<file path="src/rtl/grt_pkg.sv">
package grt_pkg;

  localparam int CRIT_W    = 24;
  localparam int FRAC_W    = 16;
  localparam int WHOLE_W   = CRIT_W - FRAC_W;
  localparam int HUND_W    = 11;
  localparam int CFG_IDX_W = 2;
  localparam int CFG_DAT_W = 32;
  localparam int THR_W     = 24;
  localparam int LIM_W     = 31;

  // 0.01 in Q0.16.
  localparam logic signed [HUND_W-1:0] ONE_HUNDREDTH = HUND_W'(655);

  localparam logic [CRIT_W-1:0] CRIT_MAX   = {CRIT_W{1'b1}};
  localparam logic [THR_W-1:0]  THR_RESET  = THR_W'(52429);
  localparam logic [LIM_W-1:0]  LIM_RESET  = '0;

  typedef enum logic [CFG_IDX_W-1:0] {
    REG_THRESHOLD   = 2'd0,
    REG_SMALL_LIMIT = 2'd1
  } cfg_reg_e;

endpackage

</file>
<file path="src/rtl/grt_div_cell.sv">
module grt_div_cell import grt_pkg::*; #(
  parameter int DIM = 3,
  parameter int DW  = 35,
  parameter int RW  = DW + FRAC_W,
  parameter int K   = 0
) (
  input  logic                   clk_i,
  input  logic                   rst_ni,
  input  logic                   in_valid_i,
  output logic                   in_ready_o,
  input  logic [DIM-1:0][RW-1:0] rem_i,
  input  logic [DIM-1:0][DW-1:0] den_i,
  input  logic [DIM-1:0][CRIT_W-1:0] q_i,
  input  logic [DIM-1:0]         zero_i,
  input  logic [DIM-1:0]         sat_i,
  input  logic                   covered_i,
  output logic                   out_valid_o,
  input  logic                   out_ready_i,
  output logic [DIM-1:0][RW-1:0] rem_o,
  output logic [DIM-1:0][DW-1:0] den_o,
  output logic [DIM-1:0][CRIT_W-1:0] q_o,
  output logic [DIM-1:0]         zero_o,
  output logic [DIM-1:0]         sat_o,
  output logic                   covered_o
);

  localparam int TW = DW + CRIT_W;

  logic                       valid_q;
  logic                       adv;
  logic [DIM-1:0][RW-1:0]     rem_d, rem_q;
  logic [DIM-1:0][DW-1:0]     den_q;
  logic [DIM-1:0][CRIT_W-1:0] q_d, q_q;
  logic [DIM-1:0]             zero_q, sat_q;
  logic                       cov_q;

  assign adv        = !valid_q || out_ready_i;
  assign in_ready_o = adv;

  // One restoring step: quotient bit K of each lane.
  always_comb begin
    logic [TW-1:0] trial, rext;
    for (int d = 0; d < DIM; d++) begin
      trial = TW'(den_i[d]) << K;
      rext  = TW'(rem_i[d]);
      q_d[d] = q_i[d];
      if (rext >= trial) begin
        rem_d[d]  = RW'(rext - trial);
        q_d[d][K] = 1'b1;
      end else begin
        rem_d[d] = rem_i[d];
      end
    end
  end

  always_ff @(posedge clk_i or negedge rst_ni) begin
    if (!rst_ni) begin
      valid_q <= 1'b0;
    end else if (adv) begin
      valid_q <= in_valid_i;
    end
  end

  always_ff @(posedge clk_i) begin
    if (adv && in_valid_i) begin
      rem_q  <= rem_d;
      den_q  <= den_i;
      q_q    <= q_d;
      zero_q <= zero_i;
      sat_q  <= sat_i;
      cov_q  <= covered_i;
    end
  end

  assign out_valid_o = valid_q;
  assign rem_o       = rem_q;
  assign den_o       = den_q;
  assign q_o         = q_q;
  assign zero_o      = zero_q;
  assign sat_o       = sat_q;
  assign covered_o   = cov_q;

endmodule

</file>
<file path="config.mk">
export PLATFORM = sky130hd
export DESIGN_NAME = grt_div_cell
export DESIGN_NICKNAME = d
export VERILOG_FILES = /design/src/rtl/grt_pkg.sv /design/src/rtl/grt_div_cell.sv
export SDC_FILE = /design/constraint.sdc
export NUM_CORES = 1
export LEC_CHECK = 0
export ABC_AREA = 1
export ABC_CLOCK_PERIOD_IN_PS = 29200
export BUFFER_PORTS_ARGS = -buffer_cell sky130_fd_sc_hd__buf_2
export CAP_MARGIN = 20
export CORE_AREA = 2 2 266 268
export CTS_CLUSTER_DIAMETER = 40
export DETAILED_ROUTE_END_ITERATION = 10
export DIE_AREA = 0 0 268 270
export PLACE_DENSITY_LB_ADDON = 0.15
export SLEW_MARGIN = 25
export SYNTH_ARGS = -nofsm -noshare
export SYNTH_HDL_FRONTEND = slang
export SYNTH_SLANG_ARGS = --single-unit
</file>
<file path="constraint.sdc">
create_clock -name clk_i -period 29.2 [get_ports clk_i]
set_input_delay 2.92 -clock clk_i [delete_from_list [all_inputs] [get_ports clk_i]]
set_output_delay 2.92 -clock clk_i [all_outputs]
set_load 0.005 [all_outputs]
</file>
==> impl_metrics.toml, run 1 <==
[logic_synthesis]
post_synth_inst_count = 3228
avgSynthCellArea_um2 = 7.271
syn_area_um2 = 23470
synth_xor_xnor_area_share_pct = 2.687
combinational_family_with_the_most_area_after_synthesis = "simple AND/OR/NAND/NOR gates"
synth_adder_area_share_pct = 5.854
synth_largest_type_area_fraction_pct = 43.12
synth.most_common_cell = "sky130_fd_sc_hd__nand2_1"
synthDistinctLibCells = 37
async_set_or_reset_flop_fraction_in_the_synthesized_netlist_pct = 0.2959
sequential_fraction_of_the_synthesis_area_pct = 43.22
compound_gate_fraction_of_synth_area_pct = 4.873
mux_share_of_post_synthesis_cell_area_pct = 0
netlist.top_cell.by_area = "sky130_fd_sc_hd__edfxtp_1"
area_fraction_in_and_or_nand_and_nor_cells_after_synthesis_pct = 31.77
synth-edff-count = 337
yosysWarnings = 0
syn_nets = 3677
top_ff_cell_synth = "sky130_fd_sc_hd__edfxtp_1"
synth-seq-cells = 338
synthTopCellsByCount = "sky130_fd_sc_hd__nand2_1, sky130_fd_sc_hd__inv_1, sky130_fd_sc_hd__edfxtp_1"
yosys-top-cells-area = "sky130_fd_sc_hd__edfxtp_1, sky130_fd_sc_hd__nand2_1, sky130_fd_sc_hd__inv_1"

[floorplan]
die_x_um = 268
fp-row-count = 97
floorplan.die.height_um = 270
boundaryPins = 680
design.core.area_um2 = 69540
dieArea_um2 = 72360
start_util_pct = 33.75

[final_layout]
layout.cell_area.non_filler_um2 = 30140
fillers = 7413
area.sequential_um2 = 10140
final_core_util_pct = 43.34
syn2layout_area_growth_pct = 28.42
post_route_cells_drive_above_1_share_pct = 22.00
finalNetCount = 4403
multi_input_area_um2 = 10620
layoutNonFillerInstCount = 4955

[cts]
cts_made_buffers = 66
cts_max_level = 3
cts-root-buf = "sky130_fd_sc_hd__clkbuf_16"
post_cts_hold_buffer_count = 0
post_cts.resized_instances = 0
cts_tree = "yes"
path_clk_slew_ns = 0.05
post_cts_buffers = 0
tritoncts_num_sinks = 338
clock_path_buffers = 3
clock_insertion_delay_worst_skew_ns = 0.58

[power_and_ir_drop]
total_leakage_power_nw = 15.28
power_mw = 1.686
ir_drop_mv = 0.04412
powerDensity_nw_per_um2 = 55.92

[worst_hold_path]
min_delay_path_depth = 2
hold_path.class = "flip-flop to flip-flop"

[timing]
post-route-min-period_ns = 6.233
clock_skew_ns = 0.02240
report.final.hold_viol_count = 0
worst_slew_pin_slew_ns = 0.9342
fin_crit_sh_pct = 21.34
grt_setup_unrepaired = "false"
finalSetupTns_ns = 0
fmax_ghz = 0.1604
maxSlewHeadroom_pct = 37.72
slew_viol_final = 0
timing.hold.ws_ns = 0.6153
setup-violations-final = 0
layout_setup_ws_ns = 22.97

[place]
place.detailed.hpwl_um = 75610
gp_congestion = 0.9823
post_dp_cell_area_um2 = 27890
dpl.cell_count = 4826
dp_slack_ns = 22.66
portBuffers = 679

[routing]
detail_route.first_pass.iterations = 6
routed_wirelength_um = 90340
route.vias.total = 22631
wl_per_cell_um = 18.23
routed_via_density = 4.567
drc = 0
detailedRoute.firstIterationViolations = 1454
count_of_nets_left_with_antenna_violations_after_detail_routing = 0

[critical_path]
largest_fanout_on_the_critical_path = 2
worstRegToRegCells = 3
worst-setup-path-type = "primary input to output pin"
worst_ep_arrival_time_ns = 3.31
cp.required_ns = 26.28
worst_setup_path_start_kind = "primary input"
timing.critical_path.to_type = "output pin"

[grt]
grt_overflow_total = 0
maximum_number_of_pins_on_one_net_before_global_route_repair = 72
number_of_global_route_vias_before_repair = 22093
grt.total_usage_pct = 24.48
grt_pass1_wl_um = 133400
grt_antenna_before_repair = 18

[run]
cap_viol_max_count = 0

[run_status]
run_status = "complete, no violations"
## worst paths after layout
check / from / endpoint / slack [ns]
max: out_ready_i / in_ready_o / 22.97
min: out_valid_o / out_valid_o / 0.62
max reg2reg: out_valid_o / rem_o[44] / 26.23
min reg2reg: out_valid_o / out_valid_o / 0.62
max in group asynchronous: rst_ni / out_valid_o / 27.01
min in group asynchronous: rst_ni / out_valid_o / 2.10
## cell type report
cell class	count	share of cell area [%]
repair buffers	686	11.45
multi-input cells	2196	35.22
inverters	666	8.303
diodes	10	0.08303
flip-flops and latches	338	33.66
well taps	940	3.902
clock inverters	44	1.719
clock buffers	75	5.662
## layout by cell type, fill, tap and decap left out, types with 11 or more instances in the layout
master / instances
sky130_fd_sc_hd__nor2_2: 15
sky130_fd_sc_hd__nor3_1: 23
sky130_fd_sc_hd__o21ai_0: 72
sky130_fd_sc_hd__xnor2_1: 56
sky130_fd_sc_hd__nand2_1: 1241
sky130_fd_sc_hd__edfxtp_1: 337
sky130_fd_sc_hd__buf_2: 679
sky130_fd_sc_hd__ha_1: 105
sky130_fd_sc_hd__inv_2: 11
sky130_fd_sc_hd__clkbuf_16: 67
sky130_fd_sc_hd__nand3_1: 151
sky130_fd_sc_hd__nand4_1: 62
sky130_fd_sc_hd__inv_1: 652
sky130_fd_sc_hd__and2_1: 12
sky130_fd_sc_hd__xor2_1: 16
sky130_fd_sc_hd__a21oi_1: 66
sky130_fd_sc_hd__a21oi_2: 39
sky130_fd_sc_hd__nor2_1: 276
sky130_fd_sc_hd__nand3b_1: 15
## metal layers
layer	track usage, %	share of wire [%]
met1	30.81	43
met2	41.27	47
met3	5.616	7.7
met4	7.880	2.4
met5	0	0.053
## registers in the layout (all words and copies together), names as in the netlist
name	flops
q_o	72
covered_o	1
zero_o	3
out_valid_o	1
rem_o	153
den_o	105
sat_o	3
## worst max-delay path, cell delays in order
cell and delay (ns):
sky130_fd_sc_hd__buf_2 0.10, sky130_fd_sc_hd__inv_1 0.09, sky130_fd_sc_hd__nand2_1 0.07, sky130_fd_sc_hd__buf_2 0.13
## logic make-up after synthesis
family	count (synthesis)
buffers and inverters	694
xor gates and xnor gates	72
DFF	338
and+or+nand+nor	1823
adders and majority gates	108
AOI/OAI and AO/OA	193
## power by group
| group | internal, mW | switching [mW] | total [mW] | leakage [nW] |
|---|---|---|---|---|
| combinational | 0.115 | 0.214 | 0.328 | 11.0 |
| clock | 0.496 | 0.269 | 0.765 | 1.07 |
| sequential | 0.584 | 0.00836 | 0.592 | 3.21 |
| total | 1.19 | 0.491 | 1.69 | 15.3 |
No activity file was read; power rests on OpenSTA's default activity.
==> inputs of run 2 (changes only) <==
ABC_CLOCK_PERIOD_IN_PS = 6330   (was 29200)
CORE_AREA = 2 2 268 270   (was 2 2 266 268)
DIE_AREA = 0 0 270 272   (was 0 0 268 270)
clock period = 6.33 ns   (was 29.2 ns; I/O delays follow)
==> impl_metrics.toml, run 2 (same netlist as run 1, synthesis figures left out) <==
[timing]
report.final.hold_viol_count = 0
grt_setup_unrepaired = "false"
maxSlewHeadroom_pct = 33.13
setup-violations-final = 0
layout_setup_ws_ns = 2.620
finalSetupTns_ns = 0
slew_viol_final = 0
clock_skew_ns = 0.02268
fmax_ghz = 0.2695
post-route-min-period_ns = 3.710
fin_crit_sh_pct = 58.62
worst_slew_pin_slew_ns = 1.003

[cts]
cts_max_level = 2
post_cts_hold_buffer_count = 1
path_clk_slew_ns = 0.05
clock_insertion_delay_worst_skew_ns = 0.62
post_cts_buffers = 0
post_cts.resized_instances = 0
cts-root-buf = "sky130_fd_sc_hd__clkbuf_16"
clock_path_buffers = 3
cts_tree = "yes"
cts_made_buffers = 60
tritoncts_num_sinks = 338

[final_layout]
syn2layout_area_growth_pct = 28.84
final_core_util_pct = 42.74
layout.cells.most_common = "sky130_fd_sc_hd__nand2_1"
mostFrequentLayoutCells = "sky130_fd_sc_hd__nand2_1, sky130_fd_sc_hd__buf_2, sky130_fd_sc_hd__inv_1"
largest_register_ffs = 153
post_route_cells_drive_above_1_share_pct = 22.21
layout.cell_area.non_filler_um2 = 30240
finalNetCount = 4397

[routing]
routed_wirelength_um = 90850
detailedRoute.firstIterationViolations = 1420
routed_via_density = 4.583
detail_route.first_pass.iterations = 5
drc = 0
count_of_nets_left_with_antenna_violations_after_detail_routing = 0
wl_per_cell_um = 18.34
route.vias.total = 22704

[run]
cap_viol_max_count = 0

[critical_path]
timing.critical_path.to_type = "flip-flop"
timing.critical_path.mode_cell = "sky130_fd_sc_hd__nand2_1"
cpMaxStageDelayCell = "sky130_fd_sc_hd__clkinv_2"
cp.required_ns = 6.67
critPathMaxStageDelay_ns = 0.79
worst_ep_arrival_time_ns = 4.05
timing.critical_path.cells = "buf_2 -> inv_1 -> ha_1 -> nand2_1 -> nor2_1 -> nand2_1 -> inv_1 -> nand4_1 -> nand3_1 -> nand2_1 -> nand3_2 -> clkinv_2 -> buf_4 -> nand2_1 -> o21ai_0"
worst-setup-path-type = "primary input to flip-flop"
largest_fanout_on_the_critical_path = 52
worst_setup_path_start_kind = "primary input"

[floorplan]
dieArea_um2 = 73440
fp-row-count = 98
design.core.area_um2 = 70750
die_x_um = 270
floorplan.die.height_um = 272
boundaryPins = 680
start_util_pct = 33.17

[place]
gp_congestion = 0.9716
dp_slack_ns = 2.138
place.detailed.hpwl_um = 75890
portBuffers = 679
post_dp_cell_area_um2 = 27940

[grt]
grt.total_usage_pct = 23.99
grt_pass1_wl_um = 134100
grt_overflow_total = 0
number_of_global_route_vias_before_repair = 22090
maximum_number_of_pins_on_one_net_before_global_route_repair = 145
grt_antenna_before_repair = 17

[worst_hold_path]
hold_path.class = "primary input to flip-flop"

[power_and_ir_drop]
power_mw = 7.875
total_leakage_power_nw = 15.32
powerDensity_nw_per_um2 = 260.4
ir_drop_mv = 0.2769

[run_status]
run_status = "complete, no violations"
==> run 2: changes by cell type in the layout (fill, tap and decap cells not counted), sizes merged <==
cell         delta
clkinv          -3
clkbuf         -11
diode           -4
bufinv          +7
dlygate4sd3     +1
buf             -1
==> run 2: worst paths after layout <==
check,endpoint,depth (start not counted),slack (ns),startpoint
max reg2reg,rem_o[46],2,4.50,out_valid_o
min reg2reg,out_valid_o,2,0.59,out_valid_o
max,rem_o[131],15,2.62,den_i[84]
min,q_o[30],1,0.19,q_i[30]
max in group asynchronous,out_valid_o,2,5.87,rst_ni
min in group asynchronous,out_valid_o,2,0.37,rst_ni
==> run 2: power by group <==
part	internal, mW	switching, mW	total (mW)
Clock	2.41	1.22	3.63
Combinational	0.532	0.981	1.51
Sequential	2.69	0.0396	2.73
Total	5.64	2.24	7.88
==> run 2: per-layer routing <==
layer	routed length [um]	GRT usage, %	share of wire [%]	up-vias
met1	39800	30.87	44	10317
met3	5899	4.946	6.5	124
met5	80	0	0.088	-
li1	-	-	-	11523
met2	43190	41.19	48	728
met4	1879	5.775	2.1	12
==> run 2: metrics by stage <==
stage,cells,hold slack [ns]
after detailed placement,4835,0.4138
after global routing,4953,0.1566
final,4954,0.1854
after global placement,4835,0.4083
after floorplan,3228,0.3374
after CTS,4948,0.1446
==> run 2: layout make-up <==
| cell class | count | area, um2 |
|---|---|---|
| clock buffer | 64 | 1559 |
| multi-input combinational | 2196 | 10620 |
| clock inverter | 48 | 713.2 |
| antenna | 6 | 15.01 |
| sequential | 338 | 10140 |
| fill | 7542 | 40510 |
| inverter | 666 | 2511 |
| timing repair buffer | 686 | 3491 |
| tap | 950 | 1189 |
==> run 2: worst max-delay path: cells and delay by family <==
family | cells | cell delay (ns)
buffers and inverters | 5 | 1.53
AND/OR/NAND/NOR | 8 | 1.43
adder cells (fa/ha/maj) | 1 | 0.34
AO/OA/AOI/OAI | 1 | 0.08
